===== config.mk =====
export PLATFORM = sky130hd
export DESIGN_NAME = gamepad_report_change_events
export DESIGN_NICKNAME = d
export VERILOG_FILES = /design/src/hw/rtl/gpad_pkg.sv /design/src/hw/rtl/gpad_ctrl.sv /design/src/hw/rtl/gpad_dp.sv /design/src/hw/rtl/gamepad_report_change_events.sv
export SDC_FILE = /design/constraint.sdc
export NUM_CORES = 1
export LEC_CHECK = 0
export BUFFER_PORTS_ARGS = -buffer_cell sky130_fd_sc_hd__buf_2
export CORE_MARGIN = 3
export CORE_UTILIZATION = 40
export DETAILED_ROUTE_END_ITERATION = 6
export GPL_TIMING_DRIVEN = 0
export PLACE_DENSITY = 0.7
export SLEW_MARGIN = 5
export SYNTH_ARGS = -nofsm -noshare
export SYNTH_HDL_FRONTEND = slang
export SYNTH_SLANG_ARGS = --single-unit

===== constraint.sdc =====
create_clock -name clk -period 2.7 [get_ports clk]
set_clock_uncertainty 0.15 [all_clocks]
set_input_delay 0.135 -clock clk [delete_from_list [all_inputs] [get_ports clk]]
set_output_delay 0.135 -clock clk [all_outputs]
set_load 0.02 [all_outputs]

===== src/hw/rtl/gpad_pkg.sv =====
// shared types, constants, and decode and event-value functions for the gamepad change-event block
`default_nettype none
package gpad_pkg;

  // event layout
  localparam int EVENT_COUNT = 22;
  localparam int AXIS_COUNT  = 6;
  localparam int BTN_COUNT   = 16;
  localparam int CODE_W      = 5;
  localparam int VAL_W       = 8;

  // event codes at the edges of each group
  localparam logic [CODE_W-1:0] EV_RIGHT_Y   = 5'd3;
  localparam logic [CODE_W-1:0] EV_LEFT_TRIG = 5'd20;
  localparam logic [CODE_W-1:0] EV_LAST      = 5'd21;

  // hat nibble codes, eight directions; the rest mean neutral
  localparam logic [3:0] HAT_N  = 4'h0;
  localparam logic [3:0] HAT_NE = 4'h1;
  localparam logic [3:0] HAT_E  = 4'h2;
  localparam logic [3:0] HAT_SE = 4'h3;
  localparam logic [3:0] HAT_S  = 4'h4;
  localparam logic [3:0] HAT_SW = 4'h5;
  localparam logic [3:0] HAT_W  = 4'h6;
  localparam logic [3:0] HAT_NW = 4'h7;

  typedef logic [AXIS_COUNT-1:0][VAL_W-1:0] axes_t;
  typedef logic [BTN_COUNT-1:0]             btns_t;

  typedef enum logic [0:0] {
    ST_IDLE = 1'b0,
    ST_SCAN = 1'b1
  } ctrl_state_t;

  // controller to datapath
  typedef struct packed {
    logic load;
    logic emit;
    logic step;
  } gpad_cmd_t;

  // datapath to controller
  typedef struct packed {
    logic changed;
    logic idx_last;
    logic out_free;
  } gpad_sts_t;

  // hat, face, shoulder, menu and system bits into the 16 button events
  function automatic btns_t decode_bits(input logic [7:0] hat_face,
                                        input logic [7:0] shoulder,
                                        input logic [7:0] sys);
    btns_t b;
    b = '0;
    case (hat_face[3:0])
      HAT_N:   b[3:0] = 4'b0001;
      HAT_NE:  b[3:0] = 4'b0011;
      HAT_E:   b[3:0] = 4'b0010;
      HAT_SE:  b[3:0] = 4'b0110;
      HAT_S:   b[3:0] = 4'b0100;
      HAT_SW:  b[3:0] = 4'b1100;
      HAT_W:   b[3:0] = 4'b1000;
      HAT_NW:  b[3:0] = 4'b1001;
      default: b[3:0] = 4'b0000;
    endcase
    b[7:4]   = hat_face[7:4];
    b[9:8]   = shoulder[1:0];
    b[13:10] = shoulder[7:4];
    b[15:14] = sys[1:0];
    return b;
  endfunction

  // value of one event from axis bytes and button bits
  function automatic logic [VAL_W-1:0] event_value(input axes_t a, input btns_t b,
                                                   input int idx);
    logic [VAL_W-1:0] v;
    if (idx <= int'(EV_RIGHT_Y)) begin
      v = a[idx];
    end else if (idx >= int'(EV_LEFT_TRIG)) begin
      v = a[idx - BTN_COUNT];
    end else begin
      v = {{(VAL_W-1){1'b0}}, b[idx - 4]};
    end
    return v;
  endfunction

endpackage
`default_nettype wire


===== src/hw/rtl/gpad_ctrl.sv =====
// controller state machine: capture a report, then walk the 22 events
`default_nettype none
module gpad_ctrl (
  input  wire logic               clk,
  input  wire logic               rst_n,
  input  wire logic               in_valid,
  output logic                    in_ready,
  input  wire gpad_pkg::gpad_sts_t sts,
  output gpad_pkg::gpad_cmd_t     cmd
);

  gpad_pkg::ctrl_state_t state_r, state_nxt;

  // state register
  always_ff @(posedge clk) begin
    if (!rst_n) begin
      state_r <= gpad_pkg::ST_IDLE;
    end else begin
      state_r <= state_nxt;
    end
  end

  // next state and commands
  always_comb begin
    state_nxt = state_r;
    in_ready  = 1'b0;
    cmd       = '0;
    case (state_r)
      gpad_pkg::ST_IDLE: begin
        in_ready = 1'b1;
        if (in_valid) begin
          cmd.load  = 1'b1;
          state_nxt = gpad_pkg::ST_SCAN;
        end
      end
      gpad_pkg::ST_SCAN: begin
        // a changed event waits for room in the output word
        cmd.emit = sts.changed && sts.out_free;
        cmd.step = !sts.changed || sts.out_free;
        if (cmd.step && sts.idx_last) begin
          state_nxt = gpad_pkg::ST_IDLE;
        end
      end
      default: begin
        state_nxt = gpad_pkg::ST_IDLE;
      end
    endcase
  end

endmodule
`default_nettype wire


===== src/hw/rtl/gpad_dp.sv =====
// datapath: current and previous event values, scan index, output word
`default_nettype none
module gpad_dp (
  input  wire logic                          clk,
  input  wire logic                          rst_n,
  input  wire logic [7:0]                    in_left_x,
  input  wire logic [7:0]                    in_left_y,
  input  wire logic [7:0]                    in_right_x,
  input  wire logic [7:0]                    in_right_y,
  input  wire logic [7:0]                    in_hat_and_face,
  input  wire logic [7:0]                    in_shoulder_and_menu,
  input  wire logic [7:0]                    in_system_buttons,
  input  wire logic [7:0]                    in_left_trigger,
  input  wire logic [7:0]                    in_right_trigger,
  input  wire gpad_pkg::gpad_cmd_t           cmd,
  output gpad_pkg::gpad_sts_t                sts,
  output logic                               out_valid,
  input  wire logic                          out_ready,
  output logic [gpad_pkg::CODE_W-1:0]        out_event_code,
  output logic [gpad_pkg::VAL_W-1:0]         out_event_value,
  output logic                               out_last_event
);

  gpad_pkg::axes_t cur_axes_r, prev_axes_r;
  gpad_pkg::btns_t cur_bits_r, prev_bits_r;
  logic [gpad_pkg::CODE_W-1:0] idx_r, idx_nxt;
  logic out_valid_r, out_valid_nxt;
  logic [gpad_pkg::CODE_W-1:0] code_r;
  logic [gpad_pkg::VAL_W-1:0]  value_r;
  logic last_r;

  logic [gpad_pkg::EVENT_COUNT-1:0][gpad_pkg::VAL_W-1:0] cur_val;
  logic [gpad_pkg::EVENT_COUNT-1:0] changed;
  logic [gpad_pkg::EVENT_COUNT-1:0] later;

  // per-event values and change flags
  always_comb begin
    for (int i = 0; i < gpad_pkg::EVENT_COUNT; i++) begin
      cur_val[i] = gpad_pkg::event_value(cur_axes_r, cur_bits_r, i);
      changed[i] = cur_val[i] != gpad_pkg::event_value(prev_axes_r, prev_bits_r, i);
    end
  end

  // changes beyond the current index
  assign later = (changed >> idx_r) >> 1;

  assign sts.changed  = changed[idx_r];
  assign sts.idx_last = idx_r == gpad_pkg::EV_LAST;
  assign sts.out_free = !out_valid_r || out_ready;

  // report registers: previous takes the old current on each capture
  always_ff @(posedge clk) begin
    if (!rst_n) begin
      cur_axes_r  <= '0;
      prev_axes_r <= '0;
      cur_bits_r  <= '0;
      prev_bits_r <= '0;
    end else if (cmd.load) begin
      prev_axes_r <= cur_axes_r;
      prev_bits_r <= cur_bits_r;
      cur_axes_r  <= {in_right_trigger, in_left_trigger, in_right_y,
                      in_right_x, in_left_y, in_left_x};
      cur_bits_r  <= gpad_pkg::decode_bits(in_hat_and_face, in_shoulder_and_menu,
                                           in_system_buttons);
    end
  end

  // scan index
  always_comb begin
    idx_nxt = idx_r;
    if (cmd.load) begin
      idx_nxt = '0;
    end else if (cmd.step && !sts.idx_last) begin
      idx_nxt = idx_r + 1'b1;
    end
  end

  // output word valid
  always_comb begin
    out_valid_nxt = out_valid_r;
    if (cmd.emit) begin
      out_valid_nxt = 1'b1;
    end else if (out_ready) begin
      out_valid_nxt = 1'b0;
    end
  end

  always_ff @(posedge clk) begin
    if (!rst_n) begin
      idx_r       <= '0;
      out_valid_r <= 1'b0;
    end else begin
      idx_r       <= idx_nxt;
      out_valid_r <= out_valid_nxt;
    end
  end

  // output word payload
  always_ff @(posedge clk) begin
    if (cmd.emit) begin
      code_r  <= idx_r;
      value_r <= cur_val[idx_r];
      last_r  <= later == '0;
    end
  end

  assign out_valid       = out_valid_r;
  assign out_event_code  = code_r;
  assign out_event_value = value_r;
  assign out_last_event  = last_r;

endmodule
`default_nettype wire


===== src/hw/rtl/gamepad_report_change_events.sv =====
// top level of the gamepad report change-event decoder
//
//  channel | direction | words per report | handshake
//  in_*    | input     | 1                | in_valid / in_ready
//  out_*   | output    | 0 to 22          | out_valid / out_ready
//
// a report is first captured, then the scan index walks all 22 events
// in order; a changed event holds the scan while the output word is
// stalled. in_ready is high only between reports, while the last
// word may still wait at the output. reset clears the previous values,
// so the first report emits every nonzero event.
`default_nettype none
module gamepad_report_change_events (
  input  wire logic       clk,
  input  wire logic       rst_n,
  input  wire logic       in_valid,
  output logic            in_ready,
  input  wire logic [7:0] in_left_x,
  input  wire logic [7:0] in_left_y,
  input  wire logic [7:0] in_right_x,
  input  wire logic [7:0] in_right_y,
  input  wire logic [7:0] in_hat_and_face,
  input  wire logic [7:0] in_shoulder_and_menu,
  input  wire logic [7:0] in_system_buttons,
  input  wire logic [7:0] in_left_trigger,
  input  wire logic [7:0] in_right_trigger,
  output logic            out_valid,
  input  wire logic       out_ready,
  output logic [4:0]      out_event_code,
  output logic [7:0]      out_event_value,
  output logic            out_last_event
);

  gpad_pkg::gpad_cmd_t cmd;
  gpad_pkg::gpad_sts_t sts;

  // sequencer
  gpad_ctrl u_ctrl (
    .clk      (clk),
    .rst_n    (rst_n),
    .in_valid (in_valid),
    .in_ready (in_ready),
    .sts      (sts),
    .cmd      (cmd)
  );

  // event compare and output word
  gpad_dp u_dp (
    .clk                  (clk),
    .rst_n                (rst_n),
    .in_left_x            (in_left_x),
    .in_left_y            (in_left_y),
    .in_right_x           (in_right_x),
    .in_right_y           (in_right_y),
    .in_hat_and_face      (in_hat_and_face),
    .in_shoulder_and_menu (in_shoulder_and_menu),
    .in_system_buttons    (in_system_buttons),
    .in_left_trigger      (in_left_trigger),
    .in_right_trigger     (in_right_trigger),
    .cmd                  (cmd),
    .sts                  (sts),
    .out_valid            (out_valid),
    .out_ready            (out_ready),
    .out_event_code       (out_event_code),
    .out_event_value      (out_event_value),
    .out_last_event       (out_last_event)
  );

endmodule
`default_nettype wire


Word-level counts from Yosys, hierarchy flattened
Memory sizes are Yosys's and may differ from the RTL's. Index checks and enable logic that the tools add are counted. W data, S select, Z words.

Bits in read-only memories: 32. Memories: 1. Bits in registers: 149. Logic and storage cells: 73. Input port bits: 76.

$add $sub $neg: 1. Shift operators: 1. Order comparisons: 1. Bitwise gates (word level): 2. Reductions and logical operators: 11. Equal/unequal tests: 23. Multiplexer cells: 13.

Memory list: (name not given) (words 8, width 4, read ports 1, clocked after memory_dff 0, wr ports 0, RTL line gpad_pkg.sv:55) `case (hat_face[3:0])`.

Operators with widths (number): $ne A8 B8 Y1 (6); $bmux W8 S5 (1); $logic_not A22 Y1 (1); $shr A22 B5 Y22 (1); $ne A1 B1 Y1 (16); $mux W8 (1); $mux W1 (7); $lt A5 B6 Y1 const B (1); $add A5 B1 Y5 const B (1); $bmux W1 S5 (1); $eq A5 B5 Y1 const B (1); $mux W4 (1); $logic_and A1 B1 Y1 (3); $logic_not A1 Y1 (3); $logic_or A1 B1 Y1 (2); $mux W2 (1); $not A1 Y1 (2); $pmux W1 S2 (1); $reduce_bool A2 Y1 (1); $reduce_or A2 Y1 (1).

Longest topological paths before layout
Depth after elaboration: 8. Depth in mapped cells: 9.

Modules after synthesis
Synthesis repeated with hierarchy kept, for this count alone.

Cell total of the unflattened synthesis: 697. Area total of the unflattened synthesis: 7449.6 um2.

Modules (own cells, without submodules): gpad_dp (area each 7384.6 um2, cells an instance 689, seq. area each 3103.0 um2, times used 1); gpad_ctrl (area each 65.1 um2, cells an instance 8, seq. area each 20.0 um2, times used 1).

Worst setup path before layout
Ideal clock, no wire load.

Path kind: register to register. Start: register u_dp.idx_r[0] in the netlist's numbering. End: register u_dp.code_r, in the netlist u_dp.out_event_code[0] (enable). Data required time: 2.166 ns. Arrival time: 2.289 ns. Stages on the path, launching flop included: 9. Setup slack: -0.124 ns. Setup time: 0.384 ns. Path through: dfxtp_1 buf_4 inv_4 mux4_2 a31oi_1 o211ai_2 o21ai_2 nand2_1 nor2_1.

RTL lines: from (decl) (RTL line gpad_dp.sv:26) `logic [gpad_pkg::CODE_W-1:0] idx_r, idx_nxt;`; from (signal assigned) (RTL line gpad_dp.sv:93) `idx_r <= idx_nxt;`; to (signal assigned) (RTL line gpad_dp.sv:101) `code_r <= idx_r;`; to (decl) (RTL line gpad_dp.sv:28) `logic [gpad_pkg::CODE_W-1:0] code_r;`.

==> out/metrics.csv <==
stage,metric,value,unit
outcome,status,"complete, no violations",
setup_path,Worst Setup SP,u_dp.idx_r[0],
synthesis,Cell variety after synth,56,
drt,vias per cell,5.18,
drt,initial DRC count,501,
floorplanning,core region area,17600,µm²
drt,vias,6493,
synthesis,Post-synth EDFFs,14,
sta,Fin Hold WS,56.5,ps
placement,I/O Buffers,83,
floorplanning,row cnt,48,
drt,DRC viols,0,
synthesis,ys async rst share,0,
setup_path,Required @ worst endpoint,2700,ps
floorplanning,die area,20000,µm²
synthesis,Synth top area share,0.368,
placement,placed cell areas,8030,µm²
layout,"most common cell after layout, fill and taps aside",nand2_1,
power_and_ir_drop,power per standard cell area,611,nW/µm²
power_and_ir_drop,Pwr Total,0.00574,W
setup_path,"delay-heaviest family, CP",compound AO/OA/AOI/OAI gates,
layout,Filler Cells Inserted,1637,
setup_path,R2R Setup Slk,110,ps
synthesis,#FFs+latches synth,149,
placement,routability cong.,0.941,
setup_path,CP max FO,14,
flow_run,max cap viols,0,
setup_path,crit end category,flop,
synthesis,post-synthesis sequential area ratio,0.426,
global_routing,largest net degree at the start of global routing,17,
setup_path,Critical Path End,u_dp.out_event_code[1],
floorplanning,Initial Util,0.417,
layout,Synth-to-Final Area Change,28.1,%
setup_path,worst reg-to-reg path cell count,9,
layout,final net count,1093,
drt,Antenna Nets Post-Route,0,
layout,post-route insts no fill,1253,
setup_path,Crit path largest cell delay,540,ps
global_routing,initial antenna violation count,0,
clocking,clock root cell,clkbuf_16,
setup_path,reg2reg end,u_dp.out_event_code[1],
layout,most frequent cells in the layout,"nand2_1 (282), dfxtp_1 (134), a21boi_0 (126)",
setup_path,instance count on the critical path,9,
drt,Post-Route WL,20100,µm
layout,Reg area,3120,µm²
synthesis,top_reg_cell synth,dfxtp_1,
clocking,CTS tree,done,
synthesis,Mapped Area,7330,µm²
min_path,Hold Path Class,input pin to flop,
setup_path,crit start category,flop,
global_routing,Global Route Usage Sum,0.205,
synthesis,synth top area cells,"dfxtp_1 (37%), nand2_1 (14%), a21boi_0 (13%), edfxtp_1 (5.7%), mux4_2 (4.6%)",
layout,diode count,0,
layout,"Design Area, Final",9390,µm²
setup_path,Crit-path slowest cell,mux4_2,
setup_path,R2R Path Start,u_dp.idx_r[0],
setup_path,CP bufs+invs,3,
clocking,Clock Path Buffers,2,
synthesis,Post-Syn Instances,843,
layout,area taken by multi-input logic gates,3970,µm²
sta,fin. max-slew vios,0,
sta,Fin. Hold Viols,0,
setup_path,arrival time worst endpoint,2590,ps
sta,achievable frequency,387,MHz
layout,layout cell share with drive strength beyond 1,0.157,
clocking,H-tree lvl count,4,
clocking,CTS Buf Count,17,
sta,Slew @ Worst Pin,820,ps
sta,max_slew headroom,0.440,
synthesis,total number of yosys warnings,0,
sta,final setup fails,0,
placement,Detailed Place HPWL,14400,µm
floorplanning,Die Span Y,141,µm
global_routing,vias in the first global route,6254,
drt,Wirelength per Cell,16.0,µm
drt,First-pass DRT Iterations,5,
synthesis,syn_area_per_cell,8.70,µm²
sta,post-layout min period,2590,ps
setup_path,crit path cell chain,"buf_4, inv_6, mux4_2, a31oi_1, o211ai_2, o21ai_2, nand2_2, nor2_4, buf_12",
clocking,"Clk Latency, worst-skew pair",430,ps
clocking,CTS Sinks,149,
placement,Post-Place Cells,1151,
synthesis,Synthesized Nets,921,
synthesis,cell taking the most area after synthesis,dfxtp_1,
floorplanning,die width,141,µm
sta,final period utilization,0.958,
floorplanning,num ports,92,
clocking,clock slew at reported path FFs,60,ps
layout,utilization after layout,0.534,
global_routing,Overflow after GRT,0,
power_and_ir_drop,P_leak,3.56,nW
global_routing,global-route wire length before repair,32300,µm
setup_path,critical path type,flop to flop,
power_and_ir_drop,maximum VDD drop,0.507,mV
## sequential cells by signal, indices dropped and copies added, names as in the netlist
register / flops
u_dp.cur_bits_r: 16
u_dp.out_last_event: 1
u_dp.cur_axes_r: 48
u_ctrl.state_r: 1
u_dp.prev_axes_r: 48
u_dp.prev_bits_r: 16
u_dp.out_valid: 1
u_dp.out_event_value: 8
u_dp.idx_r: 5
u_dp.out_event_code: 5
## synth_stat cells (3+ instances only)
| cell type | number |
|---|---|
| nor3_1 | 5 |
| or3_1 | 3 |
| nor2b_1 | 3 |
| clkbuf_1 | 41 |
| dfxtp_1 | 135 |
| nand3_1 | 8 |
| buf_2 | 8 |
| a31oi_1 | 4 |
| edfxtp_1 | 14 |
| mux2i_1 | 15 |
| xor2_1 | 33 |
| nand4_1 | 11 |
| nor4_2 | 6 |
| inv_1 | 13 |
| nor2_1 | 7 |
| o31ai_1 | 3 |
| nand2_1 | 283 |
| a21oi_1 | 10 |
| a21boi_0 | 126 |
| mux4_2 | 15 |
| o22ai_1 | 10 |
| xnor2_1 | 32 |
| buf_1 | 5 |
| o21ai_0 | 13 |
## stage by stage
step,TNS [ps],setup WS [ps]
2_1_floorplan,0,89.2
3_3_place_gp,-4660,-334
3_5_place_dp,-5000,-358
4_1_cts,0,92.1
5_1_grt,-66.6,-66.6
6_report,0,113
## per-layer routing
layer / wire, µm / share of wire / GRT usage / vias to the layer above
met5: 0 / 0 / 0 / -
met4: 369 / 0.018 / 0.0646 / 0
met3: 1340 / 0.067 / 0.0445 / 27
met2: 9350 / 0.46 / 0.332 / 211
met1: 9050 / 0.45 / 0.276 / 3032
li1: - / - / - / 3223
## worst reg2reg max path, stage by stage (launching register included)
cell and delay (ps):
dfxtp_1 340, buf_4 200, inv_6 110, mux4_2 540, a31oi_1 210, o211ai_2 140
o21ai_2 230, nand2_2 110, nor2_4 110, buf_12 150
## layout make-up
cell class,count,area share
Tap cell,225,0.0300
Buffer,57,0.0254
Inverter,15,0.00653
Sequential cell,149,0.333
Clock buffer,20,0.0476
Timing Repair Buffer,153,0.120
Clock inverter,12,0.0152
Multi-Input combinational cell,622,0.423
## worst min-delay path by stage
stage,startpoint,endpoint,slack [ps],cells after the start
after floorplan,in_hat_and_face[2],u_dp.cur_bits_r[1],100,1
after global placement,in_hat_and_face[2],u_dp.cur_bits_r[1],230,2
after detailed placement,in_hat_and_face[2],u_dp.cur_bits_r[1],230,2
after CTS,rst_n,u_dp.cur_bits_r[2],50,3
after global routing,rst_n,u_dp.cur_bits_r[2],80,3
final,rst_n,u_dp.cur_bits_r[2],60,3
## report_power, final
group          internal [W]  switching [W]
sequential          0.00235       0.000112
combinational      0.000397       0.000510
clock               0.00140       0.000973
total               0.00415        0.00159
## repair_timing
item	in CTS	in global routing
buffers inserted	2	0
pin swaps	1	5
resized for setup	4	10
gates cloned	0	0
endpoints found under the hold margin	66	0
hold buffers	68	0
endpoints found under the setup margin	16	17
## cell families after synthesis
family,share of synthesized area
buffers and inverters,0.0397
adders and majority gates,0.00341
DFF,0.426
muxes,0.0737
AOI/OAI and AO/OA,0.190
and+or+nand+nor,0.190
xor gates and xnor gates,0.0776
(Power assumes the default switching activity.)
